$ cat config.mk
export PLATFORM = sky130hd
export DESIGN_NAME = wide_integer_to_decimal_text
export DESIGN_NICKNAME = d
export VERILOG_FILES = /design/src/sv/w2d_pkg.sv /design/src/sv/w2d_cell.sv /design/src/sv/wide_integer_to_decimal_text.sv
export SDC_FILE = /design/constraint.sdc
export NUM_CORES = 2
export LEC_CHECK = 0
export BUFFER_PORTS_ARGS = -buffer_cell sky130_fd_sc_hd__clkbuf_2
export CAP_MARGIN = 20
export CORE_ASPECT_RATIO = 1.4
export CORE_MARGIN = 5
export CORE_UTILIZATION = 45
export DETAILED_ROUTE_END_ITERATION = 6
export PLACE_DENSITY = 0.64
export SYNTH_ARGS = -nofsm -noshare
export SYNTH_HDL_FRONTEND = slang
export SYNTH_SLANG_ARGS = --single-unit
$ cat constraint.sdc
create_clock -name clk -period 4.5 [get_ports clk]
set_input_delay 0.225 -clock clk [delete_from_list [all_inputs] [get_ports clk]]
set_output_delay 0.225 -clock clk [all_outputs]
set_load 0.03 [all_outputs]
$ cat src/sv/w2d_pkg.sv
// Shared types and constants for the wide integer to decimal text block.
// Used by w2d_cell and wide_integer_to_decimal_text; depends on nothing.
package w2d_pkg;

	localparam int NUM_CELLS   = 78;
	localparam int MAX_RESULTS = 42;

	typedef logic [2:0] cell_mode_t;
	localparam cell_mode_t MODE_HOLD = 3'd0;
	localparam cell_mode_t MODE_CLR  = 3'd1;
	localparam cell_mode_t MODE_DAB  = 3'd2;
	localparam cell_mode_t MODE_ROT  = 3'd3;
	localparam cell_mode_t MODE_UP   = 3'd4;

	localparam logic [7:0] CH_ZERO  = 8'h30;
	localparam logic [7:0] CH_MINUS = 8'h2d;
	localparam logic [7:0] CH_DOT   = 8'h2e;
	localparam logic [7:0] CH_E     = 8'h45;
	localparam logic [7:0] CH_R     = 8'h52;

	typedef struct packed {
		logic [7:0] data_byte;
		logic       last_byte;
		logic       signed_mode;
		logic [7:0] decimals;
	} in_t;

	typedef struct packed {
		logic [63:0] char_pack;
		logic [3:0]  char_count;
		logic        last_out;
	} out_t;

endpackage

$ cat src/sv/w2d_cell.sv
// One BCD digit cell of the conversion chain: clear, add-3 and shift, rotate, shift up.
// Depends on w2d_pkg.
module w2d_cell (
	input  logic                clk,
	input  logic                arst_n,
	input  w2d_pkg::cell_mode_t mode,
	input  logic                bit_in,
	input  logic [3:0]          dn_in,
	input  logic [3:0]          up_in,
	output logic [3:0]          digit,
	output logic                bit_out
);

	logic [3:0] digit_q;
	logic [3:0] adj;

	assign adj     = (digit_q >= 4'd5) ? digit_q + 4'd3 : digit_q;
	assign bit_out = adj[3];
	assign digit   = digit_q;

	always_ff @(posedge clk or negedge arst_n) begin
		if (!arst_n) begin
			digit_q <= '0;
		end else begin
			unique case (mode)
				w2d_pkg::MODE_CLR: digit_q <= '0;
				w2d_pkg::MODE_DAB: digit_q <= {adj[2:0], bit_in};
				w2d_pkg::MODE_ROT: digit_q <= up_in;
				w2d_pkg::MODE_UP:  digit_q <= dn_in;
				default:           digit_q <= digit_q;
			endcase
		end
	end

endmodule

$ cat src/sv/wide_integer_to_decimal_text.sv
// Top level: byte loader, sign handling, digit chain and text sequencer.
// Depends on w2d_pkg and w2d_cell.
//
// Bytes are taken one per cycle while busy is low. The byte with last_byte
// starts a conversion: add-3 and shift through a chain of 78 digit cells,
// a rotation of the chain that finds the digit count and the trailing zeros,
// a shift that moves the top digit to the chain's end, a setup step, then one
// text character per cycle. Results leave on strobe for one cycle each and
// cannot be held off; busy stays high until the last result is out.
module wide_integer_to_decimal_text #(
	parameter int WORD_BYTES       = 32,
	parameter int MAX_DIGITS       = 78,
	parameter int CHARS_PER_RESULT = 8
) (
	input  logic           clk,
	input  logic           arst_n,
	input  logic           start,
	input  w2d_pkg::in_t   request,
	output logic           busy,
	output logic           strobe,
	output w2d_pkg::out_t  result
);

	localparam int W  = WORD_BYTES * 8;
	localparam int NC = w2d_pkg::NUM_CELLS;

	localparam logic [2:0] S_IDLE  = 3'd0;
	localparam logic [2:0] S_CONV  = 3'd1;
	localparam logic [2:0] S_SCAN  = 3'd2;
	localparam logic [2:0] S_NORM  = 3'd3;
	localparam logic [2:0] S_SETUP = 3'd4;
	localparam logic [2:0] S_EMIT  = 3'd5;

	logic [2:0]   state_q;
	logic [W-1:0] sh_q, bin_q;
	logic [W+7:0] sh_cat;
	logic [W-1:0] sh_new;
	logic [8:0]   cnt_q;
	logic         sgn_q, neg_q, seen_q, err_q, sign_q, lead0_q, dot_q;
	logic [7:0]   dec_q;
	logic [6:0]   hi_q, tz_q;
	logic [8:0]   int_q, zpad_q, frac_q, len_q, emit_q;
	logic [2:0]   fill_q;
	logic [5:0]   res_q;
	logic [63:0]  pack_q;
	logic         strobe_q;
	w2d_pkg::out_t result_q;

	w2d_pkg::cell_mode_t mode;
	logic [3:0] dig   [NC];
	logic       bout  [NC];

	logic [8:0] n9, d9, tz9, ip9, fl9, sig9, zp9;
	logic [6:0] n_w;
	logic [3:0] cell0;
	logic [7:0] ch;
	logic       take_digit, last_char, flush, final_res;
	logic [63:0] pack_next;

	assign sh_cat = {sh_q, request.data_byte};
	assign sh_new = sh_cat[W-1:0];
	assign cell0  = dig[0];
	assign n_w    = seen_q ? hi_q + 7'd1 : 7'd1;
	assign n9     = {2'b0, n_w};
	assign d9     = {1'b0, dec_q};
	assign tz9    = {2'b0, tz_q};
	assign ip9    = n9 - d9;
	assign fl9    = (d9 > tz9) ? d9 - tz9 : 9'd0;
	assign sig9   = seen_q ? n9 - tz9 : 9'd0;
	assign zp9    = d9 - n9;

	genvar g;
	generate
		for (g = 0; g < NC; g++) begin : g_cell
			w2d_cell u_cell (
				.clk    (clk),
				.arst_n (arst_n),
				.mode   (mode),
				.bit_in ((g == 0) ? bin_q[W-1] : bout[(g == 0) ? 0 : g - 1]),
				.dn_in  ((g == 0) ? 4'd0 : dig[(g == 0) ? 0 : g - 1]),
				.up_in  (dig[(g + 1) % NC]),
				.digit  (dig[g]),
				.bit_out(bout[g])
			);
		end
	endgenerate

	always_comb begin
		take_digit = 1'b0;
		ch         = w2d_pkg::CH_ZERO;
		priority if (err_q) begin
			ch = (emit_q == 9'd0) ? w2d_pkg::CH_E : w2d_pkg::CH_R;
		end else if (sign_q) begin
			ch = w2d_pkg::CH_MINUS;
		end else if (lead0_q) begin
			ch = w2d_pkg::CH_ZERO;
		end else if (int_q != 9'd0) begin
			ch         = w2d_pkg::CH_ZERO | {4'd0, dig[NC-1]};
			take_digit = 1'b1;
		end else if (dot_q) begin
			ch = w2d_pkg::CH_DOT;
		end else if (zpad_q != 9'd0) begin
			ch = w2d_pkg::CH_ZERO;
		end else begin
			ch         = w2d_pkg::CH_ZERO | {4'd0, dig[NC-1]};
			take_digit = 1'b1;
		end
		last_char = (emit_q + 9'd1) == len_q;
		flush     = last_char || (fill_q == 3'(CHARS_PER_RESULT - 1));
		final_res = last_char || (res_q == 6'(w2d_pkg::MAX_RESULTS - 1));
		pack_next = (fill_q == 3'd0) ? 64'd0 : pack_q;
		for (int j = 0; j < 8; j++) begin
			if (j < CHARS_PER_RESULT && fill_q == 3'(j)) pack_next[j*8 +: 8] = ch;
		end
	end

	always_comb begin
		mode = w2d_pkg::MODE_HOLD;
		unique case (state_q)
			S_IDLE:  if (start && request.last_byte) mode = w2d_pkg::MODE_CLR;
			S_CONV:  mode = w2d_pkg::MODE_DAB;
			S_SCAN:  mode = w2d_pkg::MODE_ROT;
			S_NORM:  if (cnt_q != 9'(NC) - n9) mode = w2d_pkg::MODE_UP;
			S_EMIT:  if (take_digit && !err_q) mode = w2d_pkg::MODE_UP;
			default: mode = w2d_pkg::MODE_HOLD;
		endcase
	end

	always_ff @(posedge clk or negedge arst_n) begin
		if (!arst_n) begin
			state_q  <= S_IDLE;
			sh_q     <= '0;
			bin_q    <= '0;
			cnt_q    <= '0;
			sgn_q    <= 1'b0;
			neg_q    <= 1'b0;
			seen_q   <= 1'b0;
			err_q    <= 1'b0;
			sign_q   <= 1'b0;
			lead0_q  <= 1'b0;
			dot_q    <= 1'b0;
			dec_q    <= '0;
			hi_q     <= '0;
			tz_q     <= '0;
			int_q    <= '0;
			zpad_q   <= '0;
			frac_q   <= '0;
			len_q    <= '0;
			pack_q   <= '0;
			result_q <= '0;
			strobe_q <= 1'b0;
			fill_q   <= '0;
			res_q    <= '0;
			emit_q   <= '0;
		end else begin
			strobe_q <= 1'b0;
			unique case (state_q)
				S_IDLE: begin
					if (start) begin
						if (request.last_byte) begin
							sh_q    <= '0;
							sgn_q   <= request.signed_mode;
							dec_q   <= request.decimals;
							neg_q   <= request.signed_mode & sh_new[W-1];
							bin_q   <= (request.signed_mode & sh_new[W-1]) ?
								~sh_new + W'(1) : sh_new;
							cnt_q   <= '0;
							state_q <= S_CONV;
						end else begin
							sh_q <= sh_new;
						end
					end
				end
				S_CONV: begin
					bin_q <= bin_q << 1;
					cnt_q <= cnt_q + 9'd1;
					if (cnt_q == 9'(W - 1)) begin
						cnt_q   <= '0;
						seen_q  <= 1'b0;
						hi_q    <= '0;
						tz_q    <= '0;
						state_q <= S_SCAN;
					end
				end
				S_SCAN: begin
					if (cell0 != 4'd0) begin
						hi_q   <= cnt_q[6:0];
						seen_q <= 1'b1;
					end else if (!seen_q) begin
						tz_q <= tz_q + 7'd1;
					end
					cnt_q <= cnt_q + 9'd1;
					if (cnt_q == 9'(NC - 1)) begin
						cnt_q   <= '0;
						state_q <= S_NORM;
					end
				end
				S_NORM: begin
					if (cnt_q == 9'(NC) - n9) state_q <= S_SETUP;
					else cnt_q <= cnt_q + 9'd1;
				end
				S_SETUP: begin
					err_q   <= n9 > 9'(MAX_DIGITS);
					sign_q  <= 1'b0;
					lead0_q <= 1'b0;
					dot_q   <= 1'b0;
					int_q   <= '0;
					zpad_q  <= '0;
					frac_q  <= '0;
					emit_q  <= '0;
					fill_q  <= '0;
					res_q   <= '0;
					state_q <= S_EMIT;
					priority if (n9 > 9'(MAX_DIGITS)) begin
						len_q <= 9'd3;
					end else if (sgn_q || dec_q == 8'd0) begin
						sign_q <= neg_q;
						int_q  <= n9;
						len_q  <= n9 + {8'd0, neg_q};
					end else if (n9 > d9) begin
						int_q  <= ip9;
						dot_q  <= fl9 != 9'd0;
						frac_q <= fl9;
						len_q  <= ip9 + fl9 + {8'd0, fl9 != 9'd0};
					end else begin
						lead0_q <= 1'b1;
						dot_q   <= sig9 != 9'd0;
						zpad_q  <= (sig9 != 9'd0) ? zp9 : 9'd0;
						frac_q  <= sig9;
						len_q   <= (sig9 != 9'd0) ? 9'd2 + zp9 + sig9 : 9'd1;
					end
				end
				S_EMIT: begin
					emit_q <= emit_q + 9'd1;
					priority if (err_q) begin
					end else if (sign_q) begin
						sign_q <= 1'b0;
					end else if (lead0_q) begin
						lead0_q <= 1'b0;
					end else if (int_q != 9'd0) begin
						int_q <= int_q - 9'd1;
					end else if (dot_q) begin
						dot_q <= 1'b0;
					end else if (zpad_q != 9'd0) begin
						zpad_q <= zpad_q - 9'd1;
					end else begin
						frac_q <= frac_q - 9'd1;
					end
					pack_q <= pack_next;
					if (flush) begin
						fill_q              <= '0;
						res_q               <= res_q + 6'd1;
						strobe_q            <= 1'b1;
						result_q.char_pack  <= pack_next;
						result_q.char_count <= {1'b0, fill_q} + 4'd1;
						result_q.last_out   <= final_res;
						if (final_res) state_q <= S_IDLE;
					end else begin
						fill_q <= fill_q + 3'd1;
					end
				end
				default: state_q <= S_IDLE;
			endcase
		end
	end

	assign busy   = state_q != S_IDLE;
	assign strobe = strobe_q;
	assign result = result_q;

endmodule
==> results.rst <==
.. list-table::
   :header-rows: 1

   * - Metric
     - Value
   * - Result of the run
     - finished, final reports clean
   * - Post-synth ARST share
     - 1.00
   * - DR DRC count
     - 0
   * - CTS sink cnt
     - 1,036
   * - Level count of the clock H-tree
     - 3
   * - Row cnt
     - 161
   * - Final sum of negative setup slack
     - 0 ns
   * - Worst path slowest cell
     - sky130_fd_sc_hd__or4_1
   * - Setup repair after global routing missed its margin
     - true
   * - Floorplan die area
     - 0.145 mm^2
   * - Yosys warnings
     - 0
   * - Initial core utilization
     - 0.451
   * - Number of instances in the synthesized netlist
     - 6,973
   * - Kind of path behind the tightest hold check
     - primary input to register
   * - Max Fanout on Critical Path
     - 5
   * - Final count of negative-setup-slack endpoints
     - 0
   * - CP Class
     - register to register
   * - # port buffers
     - 91
   * - List of cells traversed by the critical path
     - ha_1 > xor2_1 > and2_4 > ha_2 > o21a_1 > o31a_1 > or4_1 > and3_4 > inv_1 > ha_1 > ha_4 > nand2_1 > o21ai_1 > o41ai_2 > xnor2_1 > mux2_2 > o31ai_1
   * - Area growth from synthesis to layout
     - 11.4%
   * - Area of the mapped netlist
     - 0.0619 mm^2
   * - Setup slack of the critical path after layout
     - 0.200 ns
   * - Data arrival time of the critical path
     - 4.95 ns
   * - Leakage
     - 29.1 nW
   * - Core area
     - 0.137 mm^2
   * - Via count normalized by instance count
     - 6.15
   * - Post-Synthesis Net Count
     - 7,229
   * - Post-detailed-placement half-perimeter wirelength
     - 121 mm
   * - Cell at the root of the clock tree
     - sky130_fd_sc_hd__clkbuf_16
   * - Final worst clock skew
     - 0.0379 ns
   * - Number of flops mapped to enable cells by yosys
     - 0
   * - Number of distinct standard cells referenced by the synthesized netlist
     - 92
   * - Final critical delay including setup and external delays
     - 4.30 ns
   * - Worst-case headroom to the max-slew limit
     - 0.227
   * - Average wire per cell in the routed design
     - 20.8 um
   * - Largest net degree at the start of global routing
     - 215
   * - Routing layer with the top usage in global route
     - met2
   * - Number of detailed-routing iterations run before antenna repair
     - 6
   * - Vias after detailed routing
     - 54,200
   * - Top_reg_cell synth
     - sky130_fd_sc_hd__dfrtp_1
   * - Routing usage on met1
     - 0.310
   * - Placement Cell Area
     - 0.0647 mm^2
   * - Maximum clock insertion buffer count
     - 3
   * - Filler instances
     - 12,900
   * - Critical Path End Type
     - register
   * - Routability-driven placement congestion ratio
     - 0.936
   * - Total track usage
     - 0.245
   * - Synthesis-stage register bit count
     - 1,036
   * - Worst hold margin
     - 0.0559 ns
   * - Synthesized area per cell
     - 8.87 um^2
   * - Share of cells above drive strength 1
     - 0.0846
   * - Achievable clock frequency
     - 233 MHz
   * - Die width
     - 323 um
   * - Ports
     - 92
   * - Final antenna-violating net count
     - 0
   * - Post-Place Setup Slack
     - -0.0835 ns
   * - Clock tree from TritonCTS
     - built
   * - Final hold viol count
     - 0
   * - Met3 routing resource usage after global routing
     - 0.0279
   * - Die span in y
     - 449 um
   * - Vias in the first global route
     - 53,500
   * - Number of antenna violations at the first check in global routing
     - 3
   * - Highest cell delay on the worst timing path
     - 0.49 ns
   * - Dominant cell type by count on the critical path
     - sky130_fd_sc_hd__ha_1
   * - Power per cell area
     - 491 mW/mm^2
   * - Post-synthesis sequential area ratio
     - 0.419
   * - Ranking of synthesized cells by instance count
     - sky130_fd_sc_hd__dfrtp_1, sky130_fd_sc_hd__o21ai_0, sky130_fd_sc_hd__nand2_1, sky130_fd_sc_hd__a21oi_1, sky130_fd_sc_hd__clkbuf_1
   * - Final net count
     - 7,182
   * - Max-capacitance violation count
     - 0
   * - Wire length of the first global-routing pass
     - 297 mm
   * - Detailed Route Iter0 Violations
     - 4,845
   * - Pins Over Slew Limit
     - 0
   * - Period utilization
     - 0.956
   * - Clock transition at path regs
     - 0.07 ns
   * - Total CTS buffers
     - 110
   * - GRT overflow
     - 0
   * - Type of origin of the critical path
     - register
   * - Cell types occupying the most area after synthesis
     - sky130_fd_sc_hd__dfrtp_1, sky130_fd_sc_hd__o21ai_0, sky130_fd_sc_hd__a221o_1
   * - Clock network latency to the later pin of the worst-skew pair
     - 0.76 ns
   * - Cell type with the largest total area after synthesis
     - sky130_fd_sc_hd__dfrtp_1
   * - Slew @ Worst Pin
     - 1.16 ns
   * - Worst voltage drop across the vdd grid
     - 1.08 mV
   * - Met2 GRT Util
     - 0.425
   * - Final WL
     - 183 mm
   * - Yosys top cell area share
     - 0.419
   * - Final instance area
     - 0.0690 mm^2
   * - Worst EP required
     - 5.15 ns
   * - Count leader, synth
     - sky130_fd_sc_hd__dfrtp_1
## logic make-up (layout without fill, tap and decap cells)
family / after synthesis / after routing / share of synthesized area
compound gates: 2382 / 2382 / 0.249
simple gates: 2263 / 2263 / 0.188
flops: 1036 / 1036 / 0.419
buf+inv: 699 / 747 / 0.0438
xor+xnor: 321 / 321 / 0.0454
fa+ha+maj: 235 / 235 / 0.0484
mux: 37 / 37 / 0.00629
other cells: 0 / 2 / 0
## sequential cells by signal (all words and copies together) (netlist names), 3 cells and up
register             count
state_q                  3
int_q                    9
res_q                    6
hi_q                     7
zpad_q                   9
g_cell.u_cell.digit    312
dec_q                    8
sh_q                   248
len_q                    9
pack_q                  64
fill_q                   3
cnt_q                    9
tz_q                     7
bin_q                  256
emit_q                   9
result                  69
## through the flow
step | total power, mW | instances | utilization
floorplan | 20.1 | 6973 | -
global placement | 23.7 | 8582 | 0.471
detailed placement | 23.9 | 8582 | 0.471
CTS | 33.8 | 8809 | 0.501
global route | 35.8 | 8816 | 0.503
finish | 33.9 | 8816 | 0.503
## final timing paths
check | start | end | slack (ns) | depth (start not counted)
min in group asynchronous | arst_n | pack_q[42] | 0.16 | 2
worst min-delay path | start | sgn_q | 0.06 | 4
max in group asynchronous | arst_n | bin_q[67] | 2.99 | 3
worst max-delay path | hi_q[0] | len_q[8] | 0.20 | 17
worst min register to register | result[36] | result[36] | 0.47 | 2
worst max register to register | hi_q[0] | len_q[8] | 0.20 | 17
## metal layers
metal	share of wire	routed length (um)	up-vias
li1	-	-	25500
met1	0.41	75600	26800
met2	0.50	91300	1519
met3	0.045	8260	434
met4	0.044	8060	2
met5	0.000071	13	-
## power breakdown
group	internal [mW]	leakage [nW]	switching, mW
logic	4.19	13.0	8.23
registers	10.4	14.2	1.24
clock network	5.63	1.88	4.14
total	20.2	29.1	13.6
## final cells by class
class | instances | area, um^2 | area share
multi-input combinational | 5238 | 33500 | 0.486
clock inverter | 59 | 810 | 0.0117
timing repair buffer | 314 | 2520 | 0.0366
tap | 1793 | 2240 | 0.0325
sequential | 1036 | 25900 | 0.376
antenna | 2 | 5.00 | 0.0000726
clock buffer | 148 | 3070 | 0.0445
inverter | 226 | 851 | 0.0123
## critical path: cells and delay by family, from the launching register on
family / cells / cell delay, ns
compound gates: 5 / 1.01
xor+xnor: 2 / 0.40
fa+ha+maj: 4 / 1.03
buf+inv: 1 / 0.06
flops: 1 / 0.39
mux: 1 / 0.35
simple gates: 4 / 0.94
## placed cells by master (no fill, tap or decap), types with 111 or more instances in the layout
| master | Yosys | final |
|---|---|---|
| sky130_fd_sc_hd__nor3b_1 | 161 | 161 |
| sky130_fd_sc_hd__dfrtp_1 | 1036 | 1035 |
| sky130_fd_sc_hd__o22ai_1 | 163 | 163 |
| sky130_fd_sc_hd__nor2_1 | 384 | 380 |
| sky130_fd_sc_hd__nand2b_1 | 353 | 352 |
| sky130_fd_sc_hd__a221o_1 | 316 | 315 |
| sky130_fd_sc_hd__o21ai_0 | 846 | 842 |
| sky130_fd_sc_hd__nor3_1 | 114 | 113 |
| sky130_fd_sc_hd__xor2_1 | 111 | 111 |
| sky130_fd_sc_hd__nand2_1 | 729 | 726 |
| sky130_fd_sc_hd__buf_4 | 0 | 177 |
| sky130_fd_sc_hd__xnor2_1 | 210 | 209 |
| sky130_fd_sc_hd__nand3_1 | 120 | 119 |
| sky130_fd_sc_hd__a22oi_1 | 193 | 193 |
| sky130_fd_sc_hd__a21oi_1 | 457 | 454 |
| sky130_fd_sc_hd__inv_1 | 222 | 220 |
| sky130_fd_sc_hd__ha_1 | 228 | 222 |
## timing repair
action                                 CTS  global route
pin swaps                                0            16
setup endpoints to repair                2             4
hold buffers                            20             0
gates resized for setup                  4            35
setup buffers                            0             5
endpoints found under the hold margin  103             0
Power figures use the tool's default switching activity.
